### src/design/mcr_pkg.sv
// ----------------------------------------------------------------------------
// Midpoint circle rasterizer package
// Shared types and constants for the controller, the datapath and the top level.
// ----------------------------------------------------------------------------
package mcr_pkg;

  // Widths fixed by the result fields.
  localparam int unsigned XW    = 9;
  localparam int unsigned YW    = 8;
  // Working width of coordinate sums and bound compares.
  localparam int unsigned WIDEW = 10;

  // A walk never emits more than this many results.
  localparam int unsigned ResultLimit = 64;
  localparam int unsigned CountW      = $clog2(ResultLimit);

  // Configuration registers.
  localparam int unsigned WidthW  = 8;
  localparam int unsigned HeightW = 7;
  localparam logic [WidthW-1:0]  WidthReset  = 8'd128;
  localparam logic [HeightW-1:0] HeightReset = 7'd64;

  typedef enum logic {
    RegWidth  = 1'b0,
    RegHeight = 1'b1
  } reg_idx_e;

  // Controller to datapath commands.
  typedef struct packed {
    logic load;  // capture a new circle request
    logic step;  // emit one result and advance the walk
  } cmd_t;

  // Datapath to controller status.
  typedef struct packed {
    logic out_free;  // output register can take a result this cycle
    logic last;      // the result being computed ends the walk
  } status_t;

endpackage

### src/design/midpoint_circle_rasterizer_unit.sv
// ----------------------------------------------------------------------------
// Midpoint circle rasterizer unit
// Walks one quadrant of a circle and emits four mirrored pixels per step.
// ----------------------------------------------------------------------------
// Usage: a request carries a circle center and radius on the input channel
// (in_valid_i / in_ready_o). The unit takes one request at a time; in_ready_o
// is high only while no walk is in progress. Each step of the walk leaves on
// the output channel (out_valid_o / out_ready_i) as one result holding the four
// mirrored points, an on-screen mask and a last-step flag.
// A request is captured first; its first step then fills the result register.
// Throughput: one result per cycle while the receiver keeps out_ready_i high;
// a radius R walk yields at most 2R+1 results, one per decision-term step.
// Radii above MAX_RADIUS are saturated to it; a walk is capped at 64 results.
// When the receiver stalls, the result register holds and the walk pauses.
// Reset clears the controller to idle, drops any pending result and restores
// the display size registers to 128 columns by 64 rows.
// The APB port holds display_width at byte 0 and display_height at byte 4;
// the user must write it only while the unit is idle; the unit does not enforce this.
// ----------------------------------------------------------------------------
module midpoint_circle_rasterizer_unit #(
  parameter int unsigned MAX_RADIUS = 31
) (
  input  logic                          clk_i,
  input  logic                          rst_ni,
  // APB-style configuration port
  input  logic                          psel,
  input  logic                          penable,
  input  logic                          pwrite,
  input  logic [2:0]                    paddr,
  input  logic [31:0]                   pwdata,
  output logic [31:0]                   prdata,
  output logic                          pready,
  // Request channel
  input  logic                          in_valid_i,
  output logic                          in_ready_o,
  input  logic [6:0]                    center_x_i,
  input  logic [5:0]                    center_y_i,
  input  logic [4:0]                    radius_i,
  // Result channel
  output logic                          out_valid_o,
  input  logic                          out_ready_i,
  output logic signed [mcr_pkg::XW-1:0] px_a_x_o,
  output logic signed [mcr_pkg::YW-1:0] px_a_y_o,
  output logic signed [mcr_pkg::XW-1:0] px_b_x_o,
  output logic signed [mcr_pkg::YW-1:0] px_b_y_o,
  output logic signed [mcr_pkg::XW-1:0] px_c_x_o,
  output logic signed [mcr_pkg::YW-1:0] px_c_y_o,
  output logic signed [mcr_pkg::XW-1:0] px_d_x_o,
  output logic signed [mcr_pkg::YW-1:0] px_d_y_o,
  output logic [3:0]                    on_screen_o,
  output logic                          last_step_o
);

  // Display size registers. Address bit 2 selects the register; values are
  // used as written, so a zero size puts nothing on screen along that axis.
  logic [mcr_pkg::WidthW-1:0]  width_q;
  logic [mcr_pkg::HeightW-1:0] height_q;
  logic                        wr_en;
  mcr_pkg::reg_idx_e           reg_idx;

  assign pready  = 1'b1;
  assign wr_en   = psel && penable && pwrite;
  assign reg_idx = mcr_pkg::reg_idx_e'(paddr[2]);

  always_ff @(posedge clk_i or negedge rst_ni) begin
    if (!rst_ni) begin
      width_q  <= mcr_pkg::WidthReset;
      height_q <= mcr_pkg::HeightReset;
    end else if (wr_en) begin
      case (reg_idx)
        mcr_pkg::RegWidth:  width_q  <= pwdata[mcr_pkg::WidthW-1:0];
        mcr_pkg::RegHeight: height_q <= pwdata[mcr_pkg::HeightW-1:0];
        default: begin
        end
      endcase
    end
  end

  always_comb begin
    case (reg_idx)
      mcr_pkg::RegWidth:  prdata = 32'(width_q);
      mcr_pkg::RegHeight: prdata = 32'(height_q);
      default:            prdata = '0;
    endcase
  end

  // The controller only issues load and step commands; all arithmetic sits
  // in the datapath, which reports back whether its result slot is free and
  // whether the step in flight ends the walk.
  mcr_pkg::cmd_t    cmd;
  mcr_pkg::status_t status;

  mcr_ctrl u_ctrl (
    .clk_i      (clk_i),
    .rst_ni     (rst_ni),
    .in_valid_i (in_valid_i),
    .in_ready_o (in_ready_o),
    .status_i   (status),
    .cmd_o      (cmd)
  );

  mcr_datapath #(
    .MAX_RADIUS (MAX_RADIUS)
  ) u_datapath (
    .clk_i       (clk_i),
    .rst_ni      (rst_ni),
    .cmd_i       (cmd),
    .status_o    (status),
    .center_x_i  (center_x_i),
    .center_y_i  (center_y_i),
    .radius_i    (radius_i),
    .width_i     (width_q),
    .height_i    (height_q),
    .out_valid_o (out_valid_o),
    .out_ready_i (out_ready_i),
    .px_a_x_o    (px_a_x_o),
    .px_a_y_o    (px_a_y_o),
    .px_b_x_o    (px_b_x_o),
    .px_b_y_o    (px_b_y_o),
    .px_c_x_o    (px_c_x_o),
    .px_c_y_o    (px_c_y_o),
    .px_d_x_o    (px_d_x_o),
    .px_d_y_o    (px_d_y_o),
    .on_screen_o (on_screen_o),
    .last_step_o (last_step_o)
  );

endmodule

### src/design/mcr_ctrl.sv
// ----------------------------------------------------------------------------
// Midpoint circle rasterizer controller
// Sequences one circle request at a time: capture, then one step per free slot.
// ----------------------------------------------------------------------------
module mcr_ctrl (
  input  logic             clk_i,
  input  logic             rst_ni,
  input  logic             in_valid_i,
  output logic             in_ready_o,
  input  mcr_pkg::status_t status_i,
  output mcr_pkg::cmd_t    cmd_o
);

  typedef enum logic [1:0] {
    StIdle = 2'b01,
    StWalk = 2'b10
  } state_e;

  state_e state_q, state_d;

  assign in_ready_o = (state_q == StIdle);
  assign cmd_o.load = in_valid_i && (state_q == StIdle);
  assign cmd_o.step = (state_q == StWalk) && status_i.out_free;

  always_comb begin
    state_d = state_q;
    case (state_q)
      StIdle: begin
        if (cmd_o.load) state_d = StWalk;
      end
      StWalk: begin
        if (cmd_o.step && status_i.last) state_d = StIdle;
      end
      default: begin
        state_d = StIdle;
      end
    endcase
  end

  always_ff @(posedge clk_i or negedge rst_ni) begin
    if (!rst_ni) begin
      state_q <= StIdle;
    end else begin
      state_q <= state_d;
    end
  end

endmodule

### src/design/mcr_datapath.sv
// ----------------------------------------------------------------------------
// Midpoint circle rasterizer datapath
// Offset and decision registers, the step update, bound tests and result register.
// ----------------------------------------------------------------------------
module mcr_datapath #(
  parameter int unsigned MAX_RADIUS = 31
) (
  input  logic                               clk_i,
  input  logic                               rst_ni,
  input  mcr_pkg::cmd_t                      cmd_i,
  output mcr_pkg::status_t                   status_o,
  input  logic [6:0]                         center_x_i,
  input  logic [5:0]                         center_y_i,
  input  logic [4:0]                         radius_i,
  input  logic [mcr_pkg::WidthW-1:0]         width_i,
  input  logic [mcr_pkg::HeightW-1:0]        height_i,
  output logic                               out_valid_o,
  input  logic                               out_ready_i,
  output logic signed [mcr_pkg::XW-1:0]      px_a_x_o,
  output logic signed [mcr_pkg::YW-1:0]      px_a_y_o,
  output logic signed [mcr_pkg::XW-1:0]      px_b_x_o,
  output logic signed [mcr_pkg::YW-1:0]      px_b_y_o,
  output logic signed [mcr_pkg::XW-1:0]      px_c_x_o,
  output logic signed [mcr_pkg::YW-1:0]      px_c_y_o,
  output logic signed [mcr_pkg::XW-1:0]      px_d_x_o,
  output logic signed [mcr_pkg::YW-1:0]      px_d_y_o,
  output logic [3:0]                         on_screen_o,
  output logic                               last_step_o
);

  localparam int unsigned RW = $clog2(MAX_RADIUS + 1);
  localparam int unsigned OW = RW + 2;   // signed offsets, dy may reach -1
  localparam int unsigned DW = RW + 4;   // signed decision term
  localparam int unsigned WW = mcr_pkg::WIDEW;
  localparam int unsigned CW = mcr_pkg::CountW;

  logic [6:0]             cx_q;
  logic [5:0]             cy_q;
  logic signed [OW-1:0]   dx_q, dx_d;
  logic signed [OW-1:0]   dy_q, dy_d;
  logic signed [DW-1:0]   d_q, d_d;
  logic [CW-1:0]          cnt_q;
  logic                   valid_q;

  // Radius saturation.
  logic [6:0]             r_wide;
  logic [RW-1:0]          r_sat;
  assign r_wide = ({2'b00, radius_i} > 7'(MAX_RADIUS)) ? 7'(MAX_RADIUS) : {2'b00, radius_i};
  assign r_sat  = r_wide[RW-1:0];

  // Decision: grow dx only, shrink dy only, or move diagonally.
  logic signed [DW-1:0] dx_w, dy_w, sum_dy, dif_dx;
  logic                 grow_x, shrink_y;
  assign dx_w     = DW'(dx_q);
  assign dy_w     = DW'(dy_q);
  assign sum_dy   = d_q + dy_w;
  assign dif_dx   = d_q - dx_w;
  assign grow_x   = (d_q < 0) && (sum_dy <= 0);
  assign shrink_y = (d_q > 0) && (dif_dx > 0);

  always_comb begin
    if (grow_x) begin
      dx_d = dx_q + OW'(1);
      dy_d = dy_q;
      d_d  = d_q + (dx_w <<< 1) + DW'(3);
    end else if (shrink_y) begin
      dx_d = dx_q;
      dy_d = dy_q - OW'(1);
      d_d  = d_q + DW'(3) - (dy_w <<< 1);
    end else begin
      dx_d = dx_q + OW'(1);
      dy_d = dy_q - OW'(1);
      d_d  = d_q + ((dx_w - dy_w) <<< 1) + DW'(2);
    end
  end

  assign status_o.last     = (dy_d < 0) || (cnt_q == CW'(mcr_pkg::ResultLimit - 1));
  assign status_o.out_free = !valid_q || out_ready_i;

  // Mirrored coordinates and bound tests.
  logic signed [WW-1:0] cx_w, cy_w, ox_w, oy_w, xp, xm, yp, ym, wd_w, ht_w;
  assign cx_w = $signed(WW'(cx_q));
  assign cy_w = $signed(WW'(cy_q));
  assign ox_w = WW'(dx_q);
  assign oy_w = WW'(dy_q);
  assign xp   = cx_w + ox_w;
  assign xm   = cx_w - ox_w;
  assign yp   = cy_w + oy_w;
  assign ym   = cy_w - oy_w;
  assign wd_w = $signed(WW'(width_i));
  assign ht_w = $signed(WW'(height_i));

  logic xp_in, xm_in, yp_in, ym_in;
  assign xp_in = (xp >= 0) && (xp < wd_w);
  assign xm_in = (xm >= 0) && (xm < wd_w);
  assign yp_in = (yp >= 0) && (yp < ht_w);
  assign ym_in = (ym >= 0) && (ym < ht_w);

  always_ff @(posedge clk_i) begin
    if (cmd_i.load) begin
      cx_q  <= center_x_i;
      cy_q  <= center_y_i;
      dx_q  <= '0;
      dy_q  <= OW'(r_sat);
      d_q   <= DW'(1) - (DW'(r_sat) <<< 1);
      cnt_q <= '0;
    end else if (cmd_i.step) begin
      dx_q  <= dx_d;
      dy_q  <= dy_d;
      d_q   <= d_d;
      cnt_q <= cnt_q + CW'(1);
    end
  end

  always_ff @(posedge clk_i) begin
    if (cmd_i.step) begin
      px_a_x_o    <= xp[mcr_pkg::XW-1:0];
      px_a_y_o    <= yp[mcr_pkg::YW-1:0];
      px_b_x_o    <= xp[mcr_pkg::XW-1:0];
      px_b_y_o    <= ym[mcr_pkg::YW-1:0];
      px_c_x_o    <= xm[mcr_pkg::XW-1:0];
      px_c_y_o    <= yp[mcr_pkg::YW-1:0];
      px_d_x_o    <= xm[mcr_pkg::XW-1:0];
      px_d_y_o    <= ym[mcr_pkg::YW-1:0];
      on_screen_o <= {xm_in && ym_in, xm_in && yp_in, xp_in && ym_in, xp_in && yp_in};
      last_step_o <= status_o.last;
    end
  end

  always_ff @(posedge clk_i or negedge rst_ni) begin
    if (!rst_ni) begin
      valid_q <= 1'b0;
    end else if (cmd_i.step) begin
      valid_q <= 1'b1;
    end else if (out_ready_i) begin
      valid_q <= 1'b0;
    end
  end

  assign out_valid_o = valid_q;

endmodule
### config.mk
export PLATFORM = sky130hd
export DESIGN_NAME = midpoint_circle_rasterizer_unit
export DESIGN_NICKNAME = d
export VERILOG_FILES = /design/src/design/mcr_pkg.sv /design/src/design/midpoint_circle_rasterizer_unit.sv /design/src/design/mcr_ctrl.sv /design/src/design/mcr_datapath.sv
export SDC_FILE = /design/constraint.sdc
export NUM_CORES = 1
export LEC_CHECK = 0
export BUFFER_PORTS_ARGS = -buffer_cell sky130_fd_sc_hd__buf_4
export CAP_MARGIN = 0
export CORE_MARGIN = 3
export CORE_UTILIZATION = 51
export DETAILED_ROUTE_END_ITERATION = 8
export GPL_TIMING_DRIVEN = 0
export PLACE_DENSITY = 0.87
export REMOVE_ABC_BUFFERS = 1
export SLEW_MARGIN = 20
export SYNTH_ARGS = -nofsm -noshare
export SYNTH_HDL_FRONTEND = slang
export SYNTH_HIERARCHICAL = 1
export SYNTH_SLANG_ARGS = --single-unit
### constraint.sdc
create_clock -name clk_i -period 3.9 [get_ports clk_i]
set_input_delay 1.17 -clock clk_i [delete_from_list [all_inputs] [get_ports clk_i]]
set_output_delay 1.17 -clock clk_i [all_outputs]
set_load 0.02 [all_outputs]
==> results of run 1 <==
## Yosys cell counts, types with 6 or more instances
master,count
o31ai_1,13
o21ai_0,32
a21o_1,15
xnor2_1,46
dfrtp_1,15
nand2b_1,7
o21a_1,16
o21bai_1,8
a21oi_1,45
o22ai_1,6
a211oi_1,7
nor2_1,44
fa_1,10
buf_4,61
inv_1,81
dfxtp_1,15
nor3_1,20
or4_1,7
o211ai_1,8
clkbuf_1,11
edfxtp_1,64
nand4_1,8
nand3_1,15
mux2_2,23
nand2_1,28
xor2_1,12
ha_1,124
nor2b_1,10
## kinds of logic (layout without fill, tap and decap cells)
kind of cell,Yosys count,count (layout),share of synthesized area
flops,97,97,0.328
other cells,2,25,0.000920
buf+inv,158,223,0.102
simple gates,166,166,0.107
xor+xnor,58,58,0.0622
mux,27,27,0.0368
compound gates,184,184,0.149
fa+ha+maj,134,134,0.215
## worst min-delay path by stage
stage                     depth (start not counted)             endpoint           startpoint
after floorplan                                   2  u_datapath/cnt_q[5]  u_datapath/cnt_q[5]
after global placement                            2  u_datapath/cnt_q[5]  u_datapath/cnt_q[5]
after detailed placement                          2  u_datapath/cnt_q[5]  u_datapath/cnt_q[5]
after CTS                                         2  u_datapath/cnt_q[5]  u_datapath/cnt_q[5]
after global routing                              2  u_datapath/cnt_q[5]  u_datapath/cnt_q[5]
final                                             2  u_datapath/cnt_q[5]  u_datapath/cnt_q[5]
## what timing repair did
action,CTS,global route
endpoints found under the hold margin,0,0
pin swaps,0,1
endpoints found under the setup margin,6,8
buffers inserted,3,4
resized for setup,6,10
## metrics by stage
| stage | setup TNS [ps] | hold slack (ps) |
|---|---|---|
| 2_1_floorplan | 0 | 454 |
| 3_3_place_gp | -17230 | 461 |
| 3_5_place_dp | -368 | 482 |
| 4_1_cts | 0 | 492 |
| 5_1_grt | 0 | 529 |
| 6_report | 0 | 491 |
## flip-flops by register name (all words and copies together), names as in the netlist, 6 cells and up
signal / flops
u_datapath/cy_q: 6
u_datapath/d_q: 9
width_q: 8
height_q: 7
u_datapath/cx_q: 7
u_datapath/cnt_q: 6
u_datapath/px_d_x_o: 8
u_datapath/dy_q: 7
u_datapath/dx_q: 7
u_datapath/px_d_y_o: 8
u_datapath/px_c_y_o: 7
u_datapath/px_b_x_o: 9
## area by class of cell
cell class	count	area, µm²
well taps	211	264
fillers	1235	6100
multi-input cells	594	4780
flip-flops and latches	97	2680
clock buffers	12	289
clock inverters	4	32.5
repair buffers	125	971
inverters	82	310
## layer usage
metal / up-vias / part of all wire / track usage
met1: 3058 / 0.39 / 0.261
met2: 317 / 0.50 / 0.399
met5: - / 0 / 0
met3: 49 / 0.078 / 0.0422
li1: 3038 / - / -
met4: 0 / 0.029 / 0.0883
## power groups by stage
stage          clock, µW  sequential (µW)  combinational [µW]
2_1_floorplan          0             1950                3670
3_3_place_gp           0             1870                4860
3_5_place_dp           0             1880                5100
4_1_cts              958             1840                5250
5_1_grt             1000             1890                5980
6_report             948             1850                5420
## worst max-delay path, cell delays in order, from the launching register on
cell and delay [ps]:
edfxtp_1 490, inv_4 120, ha_1 220, nor2b_1 130, o21a_1 200, o21ai_2 180, nand2b_1 80, a21oi_1 170
xnor2_1 130, ha_1 280, ha_4 260, o21ai_1 110, a21oi_2 70, or4_1 470, nand3_1 120, xnor2_1 70
or4_1 400, nand3_1 100
==> metrics.csv, run 1 <==
metric,value,unit
cts hold-fix bufs,0,
WS Path Type,flop to flop,
worst reg2reg path depth,17,
IO Pins,168,
routed vias/inst,5.74,
most frequent cells in the layout,"123 x buf_4, 123 x ha_1, 79 x inv_1",
Layout area overhead,14.3,%
"Seq/Total Area, Yosys",0.328,
DR pass1 iterations,7,
Reg power frac,0.225,
Clk pwr share,0.115,
dpl ws,-368,ps
Post-Syn Instances,826,
Critical Path Source,u_datapath/dy_q[1],
power share of the combinational group,0.659,
clk_lat worst skew,350,ps
via count,6462,
area of the core,15400,µm²
Syn Std Cell Area,8160,µm²
H-tree Lvls,3,
ANT cells,0,
Setup-failing EPs final,0,
Yosys warnings,6,
internal power,4460,µW
Detailed Route WL,20100,µm
unrepaired setup endpoints after global routing,no,
Final Util,0.604,
Die W,133,µm
Initial DRC Count,585,
CTS Sinks,97,
Post-Place Cells,1102,
row cnt,45,
Max Cap Viol,0,
Hold Crit Class,flop to flop,
final period utilization,0.960,
LEAKAGE,0.00413,µW
Pins Over Slew Limit,0,
"Hold Violations, Final",0,
Yosys top cell area share,0.235,
initial core utilization,0.529,
min Tclk post-route,3750,ps
Die Y,133,µm
R2R Setup Slk,150,ps
Clock Root Buffer,clkbuf_16,
R2R Path End,u_datapath/d_q[8],
Final HPWL DP,15200,µm
PortBufs,116,
Most used DFF post-synth,edfxtp_1,
CTS tree,yes,
Routed Antenna Nets,0,
Non-Filler Instances,1125,
net load switching power,3770,µW
Worst VDD drop,412,µV
worst r2r src,u_datapath/dy_q[1],
clock buffer depth,2,
Rel. slew slack,0.468,
number of synthesized flops with an enable pin,64,
routability congestion estimate,0.907,
Synth area leader,edfxtp_1,
worst slew pin tran,796,ps
"Clk pin slew, worst setup/hold paths",70,ps
final instance area,9330,µm²
setup ws final,155,ps
initial antenna violation count,0,
"Cell Area, Placed",8910,µm²
worst-path fanout max,3,
crit path capture type,flop,
first-pass GRT wire length,31300,µm
Layout Skew,5.49,ps
Area contributors post-synth,"edfxtp_1 24%, ha_1 19%, buf_4 5.6%",
maximum clock frequency,0.267,GHz
grt ovf,0,
Tot Pwr,8220,µW
share of cells above drive strength 1,0.207,
Die ar.,17600,µm²
vias in the first global route,6259,
Startpoint Class,flop,
crit path DAT,3960,ps
asr flop ratio synth,0.186,
largest net degree at the start of global routing,30,
syn_area_per_cell,9.88,µm²
# DRC,0,
Yosys cell types,70,
NumNets Final,1103,
Worst Path Required,4120,ps
CP Capture Point,u_datapath/d_q[8],
WL/cell,17.8,µm
status,"complete, no violations",
global-route usage over all layers,0.222,
Switching Share,0.458,
"FF+latch count, synth",97,
Num CTS Buffers,9,
PD cells,882,nW/µm²
No activity file was read; power rests on OpenSTA's default activity.
==> run 2, diff against run 1 <==
Settings changed: SETUP_SLACK_MARGIN set to 0.5.
==> metrics.csv, run 2 (synthesis results as in run 1) <==
metric,value,unit
status,"complete, no violations",
largest net degree at the start of global routing,30,
CTS Sinks,97,
Max Cap Viol,0,
IO Pins,168,
PortBufs,116,
R2R Setup Slk,300,ps
M1 WL,8110,µm
worst r2r src,u_datapath/dy_q[1],
final instance area,9640,µm²
routed vias/inst,5.79,
vias in the first global route,6466,
Initial DRC Count,642,
area of the core,15400,µm²
final period utilization,0.924,
H-tree Lvls,3,
unrepaired setup endpoints after global routing,yes,
Final HPWL DP,15200,µm
initial antenna violation count,0,
"most common cell after layout, fill and taps aside",buf_4,
met2 WL,10700,µm
Rel. slew slack,0.599,
worst-path fanout max,3,
Critical Path Source,u_datapath/dy_q[1],
grt ovf,0,
row cnt,45,
# DRC,0,
largest registers,"u_datapath/d_q x9, u_datapath/px_b_x_o x9",
Layout area overhead,18.1,%
crit path capture type,flop,
"Hold Violations, Final",0,
Detailed Route WL,21200,µm
first-pass GRT wire length,32500,µm
Die Y,133,µm
initial core utilization,0.529,
share of cells above drive strength 1,0.257,
Hold Crit Class,flop to flop,
routability congestion estimate,0.907,
multi-input logic area,4930,µm²
FILL cells,1151,
Die ar.,17600,µm²
ANT cells,0,
Hold Worst Slack,491,ps
worst slew pin tran,602,ps
top sig layer,met4,
register area,2690,µm²
dpl ws,-368,ps
LEAKAGE,0.00426,µW
met3 routed WL,1680,µm
CTS tree,yes,
Setup-failing EPs final,0,
global-route usage over all layers,0.231,
WS Path Type,flop to flop,
Worst Path Required,4120,ps
Tot Pwr,8760,µW
clock buffer depth,2,
min Tclk post-route,3600,ps
cts hold-fix bufs,0,
Clock Root Buffer,clkbuf_16,
"Clk pin slew, worst setup/hold paths",70,ps
Worst VDD drop,483,µV
crit path DAT,3820,ps
WL/cell,18.6,µm
Num CTS Buffers,9,
maximum clock frequency,0.278,GHz
most frequent cells in the layout,"138 x buf_4, 117 x ha_1, 76 x inv_1",
Startpoint Class,flop,
Routed Antenna Nets,0,
Hold Path Origin,u_datapath/cnt_q[5],
setup ws final,298,ps
via count,6607,
PD cells,909,nW/µm²
NumNets Final,1120,
Final Util,0.625,
"Cell Area, Placed",8910,µm²
clk_lat worst skew,360,ps
Pins Over Slew Limit,0,
DR pass1 iterations,6,
Layout Skew,6.05,ps
Die W,133,µm
run 2: cell types whose count changed in the layout (fill, tap and decap cells not counted), sizes merged:
cell / delta
buf: +17
clkinvlp: +1
inv: -1
run 2: layer usage:
metal,vias to the layer above,global-route usage
li1,3076,-
met1,3098,0.267
met2,359,0.409
met3,74,0.0483
met4,0,0.105
met5,-,0
run 2: layout make-up:
cell class,instances,share of cell area
clock inverter,4,0.00338
sequential,97,0.279
multi-input combinational,594,0.512
tap,211,0.0274
timing repair buffer,142,0.116
clock buffer,12,0.0300
inverter,82,0.0327
run 2: power by group:
| group | switching [µW] | internal, µW | leakage, µW |
|---|---|---|---|
| clock | 411 | 536 | 0.000161 |
| sequential | 302 | 1540 | 0.000932 |
| combinational | 3310 | 2650 | 0.00317 |
run 2: critical path, cell delays in order (launching register included):
cell and delay [ps]:
edfxtp_1 480, inv_4 80, buf_4 140, fa_2 370, a21o_1 180, a21oi_2 190, o21bai_1 90, a21oi_1 160
xnor2_1 150, ha_1 260, ha_2 200, or4_1 520, nand3_2 90, xnor2_1 60, or4_1 400, nand3_1 100
run 2: worst paths after layout:
kind	to	depth (start not counted)
max	u_datapath/d_q[8]	15
min	u_datapath/cnt_q[5]	2
max reg2reg	u_datapath/d_q[8]	15
min reg2reg	u_datapath/cnt_q[5]	2
max in group asynchronous	u_ctrl/state_q[0]	1
min in group asynchronous	width_q[5]	1
run 2: stage by stage:
stage,instances,TNS (ps)
after floorplan,773,0
after global placement,1100,-17230
after detailed placement,1102,-368
after CTS,1129,0
after global routing,1142,0
final,1142,0
run 2: what timing repair did:
item,4_1_cts,5_1_grt
pin swaps,8,17
endpoints found under the hold margin,0,0
gates cloned,0,0
buffers inserted,11,13
setup endpoints to repair,33,21
gates resized for setup,36,24
